$ cat src/design/fta_pkg.sv
package fta_pkg;

    // widths of the arithmetic path
    localparam int GainW  = 24;
    localparam int MomW   = 24;
    localparam int RatioW = 16;
    localparam int AngW   = 22;

    // register map
    typedef enum logic [2:0] {
        REG_GAIN_SINGLE_TILT = 3'd0,
        REG_GAIN_SINGLE_YAW  = 3'd1,
        REG_GAIN_DOUBLE_TILT = 3'd2,
        REG_GAIN_DOUBLE_YAW  = 3'd3,
        REG_DERIV_RATIO      = 3'd4
    } t_reg_idx;

    localparam logic [GainW-1:0]  RST_GAIN_SINGLE_TILT = 24'd429497;
    localparam logic [GainW-1:0]  RST_GAIN_SINGLE_YAW  = 24'd42950;
    localparam logic [GainW-1:0]  RST_GAIN_DOUBLE_TILT = 24'd429497;
    localparam logic [GainW-1:0]  RST_GAIN_DOUBLE_YAW  = 24'd4295;
    localparam logic [RatioW-1:0] RST_DERIV_RATIO      = 16'd1280;

    // clamp limits, 2^-24 rad
    localparam logic signed [AngW-1:0] LIM_TILT_HI     = 22'sd872415;
    localparam logic signed [AngW-1:0] LIM_TILT_LO     = -22'sd872415;
    localparam logic signed [AngW-1:0] LIM_YAW_HI      = 22'sd1459618;
    localparam logic signed [AngW-1:0] LIM_YAW_LO_LEFT = -22'sd1459618;
    localparam logic signed [AngW-1:0] LIM_YAW_LO_RGT  = -22'sd984823;

    // per-lane stage strobes and item flags
    typedef struct packed {
        logic ld_err;
        logic ld_prod;
        logic ld_corr;
        logic ld_deriv;
        logic update;
        logic foot;
    } t_lane_ctl;

endpackage

$ cat src/design/fta_merge.sv
module fta_merge
    import fta_pkg::*;
(
    input  logic                   i_clk,
    input  logic                   i_rst_n,
    input  logic                   i_ld,
    input  logic signed [AngW-1:0] i_roll,
    input  logic signed [AngW-1:0] i_pitch,
    input  logic signed [AngW-1:0] i_yaw,
    output logic                   o_free,
    input  logic                   m_axis_tready,
    output logic                   m_axis_tvalid,
    output logic [63:0]            m_axis_tdata
);

    logic        r_valid;
    logic [63:0] r_data;

    assign o_free        = !r_valid || m_axis_tready;
    assign m_axis_tvalid = r_valid;
    assign m_axis_tdata  = r_data;

    always_ff @(posedge i_clk) begin
        if (!i_rst_n) begin
            r_valid <= 1'b0;
        end else if (i_ld && o_free) begin
            r_valid <= 1'b1;
        end else if (m_axis_tready) begin
            r_valid <= 1'b0;
        end
    end

    always_ff @(posedge i_clk) begin
        if (i_ld && o_free) begin
            r_data <= {i_yaw, i_pitch[AngW-2:0], i_roll[AngW-2:0]};
        end
    end

endmodule

$ cat config.mk
export PLATFORM = sky130hd
export DESIGN_NAME = fta_merge
export DESIGN_NICKNAME = d
export VERILOG_FILES = /design/src/design/fta_pkg.sv /design/src/design/fta_merge.sv
export SDC_FILE = /design/constraint.sdc
export NUM_CORES = 1
export LEC_CHECK = 0
export ABC_CLOCK_PERIOD_IN_PS = 3300
export BUFFER_PORTS_ARGS = -buffer_cell sky130_fd_sc_hd__buf_4
export CAP_MARGIN = 5
export CORE_ASPECT_RATIO = 0.6
export CORE_UTILIZATION = 43
export CTS_CLUSTER_SIZE = 25
export DETAILED_ROUTE_END_ITERATION = 8
export PLACE_DENSITY = 0.85
export SYNTH_ARGS = -nofsm -noshare
export SYNTH_HDL_FRONTEND = slang
export SYNTH_SLANG_ARGS = --single-unit
$ cat constraint.sdc
create_clock -name i_clk -period 3.3 [get_ports i_clk]
set_clock_uncertainty 0.15 [all_clocks]
set_input_delay 0.165 -clock i_clk [delete_from_list [all_inputs] [get_ports i_clk]]
set_output_delay 0.165 -clock i_clk [all_outputs]
set_load 0.01 [all_outputs]
[After elaboration in Yosys (flattened, before gate mapping)]
Cells that the tools add are included.
Operators by class
  mux-type cells: 2
  reductions and logical operators: 4
Operator list (count)
  $mux 1: 2
  $reduce_bool 2->1: 1
  $logic_and 1x1->1: 1
  $logic_not 1->1: 1
  $logic_or 1x1->1: 1
Word-level totals
  bits in registers: 65
  input bits: 70
  output and inout bits: 66
  logic and storage cells: 8

[Logic depth before layout (Yosys ltp)]
  depth in word-level cells: 4
  gate-level depth with buffers: 2
  mapped depth without buffers: 2

[Worst setup path before layout]
Ideal clock, no wire load.
  path kind: register -> register
  start: register r_valid, in the netlist m_axis_tvalid
  end: register r_data[0], in the netlist m_axis_tdata[0] (enable)
  library setup time: 0.377 ns
  arrival: 1.002 ns
  data required time: 2.773 ns
  slack: 1.771 ns
  stages on the path, launching flop included: 3
  path through: dfxtp_1 nand2b_4 and2_4
Between the ends
  longest elaborated chain between the ends: 3
Ends and longest elaborated chain
  start, declared: line fta_merge.sv:16  | logic r_valid;
  start signal, assigned: line fta_merge.sv:25  | r_valid <= 1'b0;
  start signal, assigned: line fta_merge.sv:27  | r_valid <= 1'b1;
  start signal, assigned: line fta_merge.sv:29  | r_valid <= 1'b0;
  $logic_not 1->1: line fta_merge.sv:19  | assign o_free = !r_valid || m_axis_tready;
  $logic_or 1x1->1: line fta_merge.sv:19
  net o_free: line fta_merge.sv:10  | output logic o_free,
  $logic_and 1x1->1: line fta_merge.sv:34  | if (i_ld && o_free) begin
  end signal, assigned: line fta_merge.sv:35  | r_data <= {i_yaw, i_pitch[AngW-2:0], i_roll[AngW-2:0]};
  end, declared: line fta_merge.sv:17  | logic [63:0] r_data;
The timed path passes the listed nets, and every way through them passes these cells.
A chain may end at the register's enable or synchronous reset.

[Final worst setup path]
  start: input port i_ld
  end: register r_data[26], in the netlist m_axis_tdata[26] (enable)
Between the ends
  longest elaborated chain between the ends: 1
Ends and longest elaborated chain
  start, declared: line fta_merge.sv:6  | input logic i_ld,
  $logic_and 1x1->1: line fta_merge.sv:34
No other way between the ends.

==> metrics.md <==
| Metric | Value |
|---|---|
| Status | `completed` |
| Fin. max-slew vios | `0` |
| Die width | `89.6 um` |
| Pin count of the biggest net entering global routing | `65` |
| All-layer global routing usage | `30.7%` |
| CTS Hold Bufs | `66` |
| Cts repair resizes | `0` |
| Via count | `1593` |
| Worst-skew pair later-pin latency | `0.34 ns` |
| CTS Buf Count | `9` |
| RSZ-0062 raised after global routing | `false` |
| PnR worst setup slack | `1.60 ns` |
| # DRC | `0` |
| WS Path Type | `input pin to flip-flop` |
| Final-report hold violation count | `0` |
| Critical path arrival | `1.51 ns` |
| Pre-CTS setup slack | `1.65 ns` |
| Wire per inst | `21.0 um` |
| Global route overflow | `0` |
| Fin cells | `344` |
| Post-Place Cells | `262` |
| Drt total wl | `7230 um` |
| #FFs+latches synth | `65` |
| Worst path required time | `3.11 ns` |
| Worst-path fanout max | `64` |
| Post-layout util | `93.2%` |
| First-pass detailed-route iteration total | `4` |
| Synth-to-Final Area Change | `100%` |
| MaxCap Viol Count | `0` |
| Distinct cells, synth | `6` |
| Die area | `4890 um2` |
| Worst Max-Slew Pin Slew | `0.802 ns` |
| H-tree depth | `3` |
| Antenna Diode Count | `0` |
| Power density over the cells | `528 nW/um2` |
| Critical Path End Type | `flip-flop` |
| Vias in the first global route | `1706` |
| Worst path max stage delay | `0.66 ns` |
| CTS max path bufs | `2` |
| Clock transition at path regs | `0.08 ns` |
| Vias/cell | `4.63` |
| Final TNS setup | `0 ns` |
| Net Count, Synth | `139` |
| Worst Hold Class | `input pin to flip-flop` |
| Die Y-Extent | `54.6 um` |
| Pleak | `1.68 nW` |
| Cell Area, Synth | `1980 um2` |
| Final setup fails | `0` |
| CTS tree | `built` |
| Total power | `0.00209 W` |
| Clock Sinks | `65` |
| Critical Path Start Type | `input pin` |
| Relative slew margins | `46.6%` |
| Min Tclk post-route | `1.70 ns` |
| First-pass GRT wire length | `9470 um` |
| Nets | `349` |
| Fillers | `118` |
| I/O Buffers | `133` |
| Maximum vdd ir drop | `389 uV` |
| Ratio of cells with drive above 1 in the final layout | `53.5%` |
| Syn_area_per_cell | `28.7 um2` |
| Syn Inst Count | `69` |
| Row cnt | `18` |
| Sequential area share after synthesis | `98.1%` |
| Root Driver | `clkbuf_8` |
| Slowest cell on crit path | `and2_4` |
| First DRT Iteration DRCs | `77` |
| Setup Fix Bufs, Post-CTS | `0` |
| Worst-path cell chain | `dlygate4sd3_1, buf_4, and2_4` |
| Post-route ant nets | `0` |
| Area of the multi-input gates | `33.8 um2` |
| Warnings, synthesis | `0` |
| Initial antenna violation count | `0` |
| GPL Wtd Cong | `0.641` |
| Period utilisation layout | `51.6%` |
| Core footprint | `4260 um2` |
| Initial Util | `46.5%` |
| F_max | `0.587 GHz` |
| IO Pins | `136` |
| Sequential cell area | `1940 um2` |
==> cells in the final DEF, fill, tap and decap left out <==
cell / count
bufinv_16: 3
inv_1: 1
dfxtp_1: 1
edfxtp_1: 64
buf_4: 133
inv_6: 1
clkbuf_8: 10
dlygate4sd3_1: 66
a21boi_2: 1
and2_4: 1
clkinvlp_4: 2
nand2b_4: 1
==> layer usage <==
metal / share of wire (%) / vias to the layer above / global-route usage, %
li1: - / 697 / -
met1: 35 / 745 / 28.5
met2: 51 / 128 / 58.2
met3: 10 / 23 / 12.7
met4: 4.0 / 0 / 17.7
met5: 0 / - / 0
==> power breakdown <==
part	leakage, nW	internal (W)	switching [W]	total (W)
logic	0.936	0.000157	0.000100	0.000257
registers	0.627	0.000965	0.0000198	0.000985
clock network	0.119	0.000525	0.000327	0.000852
total	1.68	0.00165	0.000447	0.00209
==> synth_stat cells (all sizes together) <==
master	n	area, um2
a21boi	1	11.3
inv	1	3.75
nand2b	1	13.8
edfxtp	64	1920
dfxtp	1	20.0
and2	1	8.76
==> state kept, by name, summed over array words and instances, names as in the netlist <==
register,count
m_axis_tdata,64
m_axis_tvalid,1
==> metrics by stage <==
step / area, um2 / hold WS, ns
finish: 3970 / 0.387
global route: 3970 / 0.379
detailed placement: 3050 / 0.194
global placement: 3050 / 0.193
floorplan: 1980 / 0.114
CTS: 3970 / 0.371
==> kinds of logic after synthesis <==
family,Yosys count,synth area share [%]
AO/OA/AOI/OAI,1,0.569
buffers and inverters,1,0.189
AND/OR/NAND/NOR,2,1.14
flip-flops,65,98.1
==> area by class of cell <==
type	instances	share of cell area [%]
clock inverter	6	2.87
multi-input combinational	3	0.852
clock buffer	10	3.47
sequential	65	49.0
tap	60	1.89
inverter	1	0.0947
timing repair buffer	199	41.8
==> worst paths after layout <==
kind / from / end / slack (ns) / depth (start not counted)
setup / recovery: i_ld / m_axis_tdata[26] / 1.60 / 3
setup reg to reg: m_axis_tvalid / m_axis_tdata[26] / 1.62 / 2
hold reg to reg: m_axis_tvalid / m_axis_tvalid / 0.97 / 3
hold / removal: i_roll[6] / m_axis_tdata[6] / 0.39 / 2
==> critical path, delay by kind of cell <==
| family | cells | cell delay (ns) |
|---|---|---|
| buffers and inverters | 2 | 0.67 |
| and+or+nand+nor | 1 | 0.66 |
Note: power is estimated with default switching activity, not from simulation.
