===== src/design/fta_pkg.sv =====
package fta_pkg;

    // widths of the arithmetic path
    localparam int GainW  = 24;
    localparam int MomW   = 24;
    localparam int RatioW = 16;
    localparam int AngW   = 22;

    // register map
    typedef enum logic [2:0] {
        REG_GAIN_SINGLE_TILT = 3'd0,
        REG_GAIN_SINGLE_YAW  = 3'd1,
        REG_GAIN_DOUBLE_TILT = 3'd2,
        REG_GAIN_DOUBLE_YAW  = 3'd3,
        REG_DERIV_RATIO      = 3'd4
    } t_reg_idx;

    localparam logic [GainW-1:0]  RST_GAIN_SINGLE_TILT = 24'd429497;
    localparam logic [GainW-1:0]  RST_GAIN_SINGLE_YAW  = 24'd42950;
    localparam logic [GainW-1:0]  RST_GAIN_DOUBLE_TILT = 24'd429497;
    localparam logic [GainW-1:0]  RST_GAIN_DOUBLE_YAW  = 24'd4295;
    localparam logic [RatioW-1:0] RST_DERIV_RATIO      = 16'd1280;

    // clamp limits, 2^-24 rad
    localparam logic signed [AngW-1:0] LIM_TILT_HI     = 22'sd872415;
    localparam logic signed [AngW-1:0] LIM_TILT_LO     = -22'sd872415;
    localparam logic signed [AngW-1:0] LIM_YAW_HI      = 22'sd1459618;
    localparam logic signed [AngW-1:0] LIM_YAW_LO_LEFT = -22'sd1459618;
    localparam logic signed [AngW-1:0] LIM_YAW_LO_RGT  = -22'sd984823;

    // per-lane stage strobes and item flags
    typedef struct packed {
        logic ld_err;
        logic ld_prod;
        logic ld_corr;
        logic ld_deriv;
        logic update;
        logic foot;
    } t_lane_ctl;

endpackage


===== src/design/fta_lane.sv =====
module fta_lane
    import fta_pkg::*;
(
    input  logic                     i_clk,
    input  logic                     i_rst_n,
    input  t_lane_ctl                i_ctl,
    input  logic [GainW-1:0]         i_gain,
    input  logic signed [MomW-1:0]   i_ref,
    input  logic signed [MomW-1:0]   i_meas,
    input  logic [RatioW-1:0]        i_ratio,
    input  logic signed [AngW-1:0]   i_lo,
    input  logic signed [AngW-1:0]   i_hi,
    output logic signed [AngW-1:0]   o_y
);

    logic signed [24:0] r_err;
    logic [GainW-1:0]   r_gain;
    logic signed [48:0] r_prod;
    logic signed [33:0] r_c;
    logic signed [34:0] r_diff;
    logic signed [50:0] r_d;
    logic signed [33:0] r_now  [2];
    logic signed [33:0] r_prev [2];

    logic signed [49:0] prod_full;
    logic signed [49:0] prod_rnd;
    logic signed [33:0] corr_new;
    logic signed [33:0] c_sel;
    logic signed [34:0] diff;
    logic signed [51:0] d_full;
    logic signed [51:0] d_rnd;
    logic signed [44:0] y_sum;
    logic signed [44:0] lo_x;
    logic signed [44:0] hi_x;

    assign prod_full = $signed({1'b0, r_gain}) * r_err;
    // round half up from 2^-40 to 2^-24 rad
    assign prod_rnd  = {r_prod[48], r_prod} + 50'sd32768;
    assign corr_new  = prod_rnd[49:16];
    assign c_sel     = i_ctl.update ? corr_new : r_now[i_ctl.foot];
    assign diff      = {c_sel[33], c_sel} - {r_prev[i_ctl.foot][33], r_prev[i_ctl.foot]};
    assign d_full    = $signed({1'b0, i_ratio}) * r_diff;
    // derivative term rounded half up from q8.8
    assign d_rnd     = {r_d[50], r_d} + 52'sd128;
    assign y_sum     = {{11{r_c[33]}}, r_c} + {d_rnd[51], d_rnd[51:8]};
    assign lo_x      = {{23{i_lo[AngW-1]}}, i_lo};
    assign hi_x      = {{23{i_hi[AngW-1]}}, i_hi};

    always_comb begin
        if (y_sum < lo_x) begin
            o_y = i_lo;
        end else if (y_sum > hi_x) begin
            o_y = i_hi;
        end else begin
            o_y = y_sum[AngW-1:0];
        end
    end

    always_ff @(posedge i_clk) begin
        if (i_ctl.ld_err) begin
            r_err  <= {i_ref[MomW-1], i_ref} - {i_meas[MomW-1], i_meas};
            r_gain <= i_gain;
        end
        if (i_ctl.ld_prod) begin
            r_prod <= prod_full[48:0];
        end
        if (i_ctl.ld_corr) begin
            r_c    <= c_sel;
            r_diff <= diff;
        end
        if (i_ctl.ld_deriv) begin
            r_d <= d_full[50:0];
        end
    end

    // per-foot correction history
    always_ff @(posedge i_clk) begin
        if (!i_rst_n) begin
            r_now[0]  <= '0;
            r_now[1]  <= '0;
            r_prev[0] <= '0;
            r_prev[1] <= '0;
        end else if (i_ctl.ld_corr) begin
            r_now[i_ctl.foot]  <= c_sel;
            r_prev[i_ctl.foot] <= c_sel;
        end
    end

endmodule


===== config.mk =====
export PLATFORM = sky130hd
export DESIGN_NAME = fta_lane
export DESIGN_NICKNAME = d
export VERILOG_FILES = /design/src/design/fta_pkg.sv /design/src/design/fta_lane.sv
export SDC_FILE = /design/constraint.sdc
export NUM_CORES = 2
export LEC_CHECK = 0
export BUFFER_PORTS_ARGS = -buffer_cell sky130_fd_sc_hd__buf_2
export CAP_MARGIN = 20
export CORE_MARGIN = 2
export CORE_UTILIZATION = 60
export CTS_BUF_LIST = sky130_fd_sc_hd__clkbuf_4 sky130_fd_sc_hd__clkbuf_8 sky130_fd_sc_hd__clkbuf_16
export CTS_CLUSTER_DIAMETER = 50
export CTS_CLUSTER_SIZE = 12
export DETAILED_ROUTE_END_ITERATION = 7
export PLACE_DENSITY = 0.8
export REMOVE_ABC_BUFFERS = 1
export SLEW_MARGIN = 20
export SYNTH_ARGS = -nofsm -noshare
export SYNTH_HDL_FRONTEND = slang
export SYNTH_SLANG_ARGS = --single-unit

===== constraint.sdc =====
create_clock -name i_clk -period 6.9 [get_ports i_clk]
set_clock_uncertainty 0.2 [all_clocks]
set_input_delay 0 -clock i_clk [delete_from_list [all_inputs] [get_ports i_clk]]
set_output_delay 0 -clock i_clk [all_outputs]
set_load 0.005 [all_outputs]

== Yosys cells after proc, flatten, opt, wreduce, memory -nomap -nowiden ==
Memory sizes are Yosys's and may differ from the RTL's.
Index checks and enable logic that the tools add are counted.
Cells by class
  add/sub/neg operators: 5
  multipliers: 2
  div/mod/pow operators: 0
  order comparisons: 2
  equal/unequal tests: 0
  shifts and indexed selects: 0
  multiplexer cells: 13
  bitwise logic cells: 0
  reductions and logical operators: 2
Operator list (count)
  34-bit two-way mux: 3
  34-bit OR reduction: 2
  51-bit by 9-bit adder with 52-bit output, second input constant: 1
  17-bit by 35-bit multiplier with 51-bit output: 1
  49-bit by 17-bit adder with 50-bit output, second input constant: 1
  25-bit by 25-bit multiplier with 49-bit output: 1
  34-bit by 44-bit adder with 45-bit output: 1
  45-bit by 22-bit > comparator with 1-bit output: 1
  45-bit by 22-bit less-than comparator with 1-bit output: 1
  22-bit two-way mux: 2
  34-bit by 34-bit subtractor with 35-bit output: 1
  24-bit by 24-bit subtractor with 25-bit output: 1
  1-bit two-way mux: 8
Word-level totals
  bits in registers: 218
  bits in latches: 0
  bits in writable memories: 136
  memory bits (read-only): 0
  input port bits: 140
  output and inout port bits: 22
  logic and storage cells: 32
  memories: 2
Memory list
  r_now: words 2, width 34, rd ports 1, clocked after memory_dff 0, wr ports 2, RTL line fta_lane.sv:22  | logic signed [33:0] r_now [2];
  r_prev: words 2, width 34, rd ports 1, clocked after memory_dff 0, wr ports 2, RTL line fta_lane.sv:23  | logic signed [33:0] r_prev [2];

== Longest topological paths before layout ==
  depth after elaboration: 5
  gate-level depth with buffers: 33
  depth with buffers taken out: 31

== Least setup slack after synthesis ==
OpenSTA, ideal clock, no wires.
  path kind: register to register
  start point: register r_err[4]
  end point: register r_prod[46] (data pin)
  setup time: 258 ps
  data arrival time: 6660 ps
  required time: 6442 ps
  path slack: -218 ps
  cell stages (with the launch flop): 27
  buffers on the path: 2
  clock period less this slack: 7118 ps
  cells stage by stage: edfxtp_1 -> clkbuf_1 -> nand2_1 -> fa_1 -> inv_1 -> fa_1 -> inv_1 -> fa_1 -> fa_1 -> inv_1 -> fa_1 -> fa_1 -> inv_1 -> fa_1 -> inv_1 -> ha_1 -> clkbuf_1 -> a21o_1 -> a21o_1 -> a21oi_1 -> o211ai_1 -> a221o_1 -> a31oi_1 -> o31ai_1 -> a211o_1 -> a21oi_1 -> xnor2_1
Between the ends
  cells in the longest elaborated chain, start to end: 1
Ends and longest elaborated chain
  start, declared: RTL line fta_lane.sv:16  | logic signed [24:0] r_err;
  start signal, assigned: RTL line fta_lane.sv:61  | r_err <= {i_ref[MomW-1], i_ref} - {i_meas[MomW-1], i_meas};
  25-bit by 25-bit multiplier with 49-bit output: RTL line fta_lane.sv:36  | assign prod_full = $signed({1'b0, r_gain}) * r_err;
  named net prod_full[46]: RTL line fta_lane.sv:25  | logic signed [49:0] prod_full;
  end signal, assigned: RTL line fta_lane.sv:65  | r_prod <= prod_full[48:0];
  end, declared: RTL line fta_lane.sv:18  | logic signed [48:0] r_prod;
The timed path passes the listed nets, and every way through them passes these cells.
A chain may end at the register's enable or synchronous reset.

== Final worst setup path ==
  start point: register r_err[8]
  end point: register r_prod[46] (data pin)
Same word-level chain as after synthesis.

==> impl_metrics.env <==
export IMPL_status="finished with violations"
export IMPL_violations="negative setup slack"
export IMPL_route_detailed_drc=0
export IMPL_holdWs_ns=0.0362
export IMPL_ys_seq_elements=264
export IMPL_synthTopCellsByArea="fa_1 37%, edfxtp_1 14%, ha_1 11%, inv_1 8.5%, and2_1 5.8%"
export IMPL_reg2reg_setup_slack_ns=-0.55
export IMPL_grt_pass1_vias=47500
export IMPL_synth_simple_gate_area_share_pct=15.4
export IMPL_fill_cells=6171
export IMPL_cp_common_cell="fa_1"
export IMPL_synth_seq_area_share_pct=14.1
export IMPL_cts_buffers=34
export IMPL_routed_wl_um=150000
export IMPL_io_buffers=161
export IMPL_reg2reg_to="r_prod[46]"
export IMPL_cp_required_ns=7.01
export IMPL_hold_start="i_ctl[1]"
export IMPL_ys_flop_type="edfxtp_1"
export IMPL_die_h_um=310
export IMPL_maxSlewViolCount=0
export IMPL_grt_pass1_wl_um=235000
export IMPL_multiInputGateArea_um2=43600
export IMPL_synth_fa_ha_area_share_pct=48.2
export IMPL_yosys_mux_area_fraction_pct=1.77
export IMPL_clk_path_buf_depth=3
export IMPL_cts_root_buffer="clkbuf_16"
export IMPL_htreeDepth=2
export IMPL_tightest_slew_ns=1.06
export IMPL_crit_path_max_incr_delay_ns=0.59
export IMPL_path_class="reg -> reg"
export IMPL_crit_chain="buf_6 > and2_1 > fa_1 > fa_1 > inv_1 > fa_1 > fa_1 > inv_1 > fa_2 > fa_1 > inv_1 > fa_1 > inv_1 > ha_4 > nand4_1 > nor4_2 > nand2_1 > o211ai_1 > a221o_1 > a31oi_4 > o31ai_4 > a211o_1 > a21oi_2 > xnor2_1"
export IMPL_core_um2=92900
export IMPL_hold_end="r_now[1][17]"
export IMPL_dieArea_um2=95900
export IMPL_cts_sinks=264
export IMPL_synth_area_um2=56100
export IMPL_first_iter_violations=3433
export IMPL_fin_crit_sh_pct=108
export IMPL_cp_arrival_ns=7.56
export IMPL_path_buf_inv=5
export IMPL_synth_top_area_cell="fa_1"
export IMPL_crit_slowest_cell="fa_1"
export IMPL_relSlewSlack_pct=29.3
export IMPL_cp_top_family="adder cells"
export IMPL_syn_inst=6008
export IMPL_cp_end_kind="flip-flop"
export IMPL_worstReg2RegStart="r_err[8]"
export IMPL_critical_path_max_fanout=7
export IMPL_rows=112
export IMPL_synth_edff_count=264
export IMPL_clk_latency_ns=0.58
export IMPL_vias=45000
export IMPL_grt_ovfl_total=0
export IMPL_final_hold_violation_count=0
export IMPL_clkTransAtPathRegs_ns=0.06
export IMPL_grt_use_total_pct=30.8
export IMPL_final_setup_worst_slack_ns=-0.546
export IMPL_antenna_left=0
export IMPL_vias_per_cell=5.60
export IMPL_regArea_um2=7930
export IMPL_hpwl_um=118000
export IMPL_diodes=0
export IMPL_start_kind="flip-flop"
export IMPL_synth_compound_area_share_pct=6.52
export IMPL_ys_types=66
export IMPL_reg2reg_depth=24
export IMPL_synth_area_per_cell_um2=9.33
export IMPL_syn_to_final_growth_pct=19.0
export IMPL_min_period_ns=7.45
export IMPL_rsz0062_at_grt="true"
export IMPL_cts_tree="done"
export IMPL_drv_cap=0
export IMPL_drt_pass1_iterations=8
export IMPL_synth_top_family_by_area="adder cells"
export IMPL_start_util_pct=60.4
export IMPL_place_gp_congestion=0.995
export IMPL_die_w_um=310
export IMPL_min_path_cells=5
export IMPL_synth_top_area_share_pct=36.7
export IMPL_final_nets=8452
export IMPL_io_pins=162
export IMPL_synth_xor_area_share_pct=3.91
export IMPL_grt_antenna_before_repair=1
export IMPL_grt_max_degree=50
export IMPL_max_freq_mhz=134
export IMPL_finalSetupViolations=42
export IMPL_ys_warn_count=0
export IMPL_async_flop_share_pct=0
export IMPL_drive_above_1_share_pct=16.7
export IMPL_hp_class="in -> reg"
export IMPL_wl_per_cell_um=18.6
## kinds of logic (layout without fill, tap and decap cells)
logic type,after synthesis,in the layout
multiplexers,98,98
AND/OR/NAND/NOR,1776,1776
XOR/XNOR,250,250
buffers and inverters,1497,2280
AO/OA/AOI/OAI,581,581
adder cells (fa/ha/maj),1542,1542
flip-flops,264,264
## cells in the mapped netlist (23+ instances only)
cell      instances
ha_1            513
nor3_1           27
nand2_1         794
and2_1          521
a21o_1           98
nor2_1          164
o21bai_1         25
a31oi_1          23
and3_1           37
nand4_1          59
inv_1          1266
xor2_1           89
a21oi_1         191
nand3_1          50
fa_1           1029
edfxtp_1        264
mux2i_1          88
clkbuf_1        224
nand2b_1         40
xnor2_1         161
o21ai_0         121
nor2b_1          46
## worst max path at each step
stage	endpoint	slack (ns)	startpoint	depth (start not counted)
floorplan	o_y[0]	-2.08	r_d[9]	26
global placement	r_prod[45]	-0.47	r_err[1]	25
detailed placement	r_prod[46]	-0.63	r_err[1]	24
CTS	r_prod[45]	-0.29	r_gain[6]	25
global route	r_prod[44]	-0.66	r_err[8]	24
finish	r_prod[46]	-0.55	r_err[8]	24
## layout by cell type, fill, tap and decap left out, drive strengths merged, types with 23 or more instances in the layout
cell and count:
nand4 59, fa 1029, nand3 50, nand2b 40, nor2 165, xnor2 161, a21oi 191, o21bai 25
xor2 89, mux2i 88, edfxtp 264, clkbuf 40, inv 1268, o21ai 124, a21o 98, nor3 28
nand2 794, a31oi 23, and3 37, and2 521, ha 513, nor2b 46, dlygate4sd3 120, buf 835
## through the flow
stage	setup WS (ns)	TNS (ns)	instances	utilization, %	area, um2
after global placement	-0.470	-8.89	7737	66.7	62000
after CTS	-0.292	-2.74	7966	70.4	65400
after floorplan	-2.08	-40.82	5777	-	55200
after detailed placement	-0.627	-15.16	7737	66.7	62000
final	-0.546	-7.52	8045	71.8	66700
after global routing	-0.657	-19.19	8045	71.8	66700
## worst register-to-register path, cell delays in order, from the launching register on
cell	delay (ns)
edfxtp_1	0.55
buf_6	0.21
and2_1	0.19
fa_1	0.52
fa_1	0.53
inv_1	0.05
fa_1	0.47
fa_1	0.59
inv_1	0.11
fa_2	0.49
fa_1	0.51
inv_1	0.06
fa_1	0.49
inv_1	0.08
ha_4	0.29
nand4_1	0.24
nor4_2	0.41
nand2_1	0.11
o211ai_1	0.12
a221o_1	0.23
a31oi_4	0.07
o31ai_4	0.26
a211o_1	0.22
a21oi_2	0.07
xnor2_1	0.13
## registers in the layout, summed over array words and instances (netlist names)
name / cells
r_d: 44
r_diff: 35
r_c: 34
r_now: 34
r_prev: 34
r_prod: 34
r_err: 25
r_gain: 24
## layer usage
metal	vias up	part of all wire (%)	track usage, %
met3	542	8.1	4.42
met2	2162	50	54.6
met5	-	0.0073	0
met1	22200	37	37.4
li1	20100	-	-
met4	2	5.2	13.4
## cell type report
class	instances	share of cell area (%)
timing repair buffer	957	11.6
tap	1254	2.35
clock inverter	19	0.358
multi-input combinational	4247	65.3
sequential	264	11.9
clock buffer	38	1.35
inverter	1266	7.12
## what timing repair did
item,in CTS,in global routing
hold endpoints to repair,151,49
buffers inserted,53,74
pin swaps,118,140
hold buffers,119,1
cloned,2,6
setup endpoints to repair,48,63
resized for setup,163,179
Power is not shown: default switching activity piles up to over one toggle a cycle in this logic, so the estimate is an artifact.
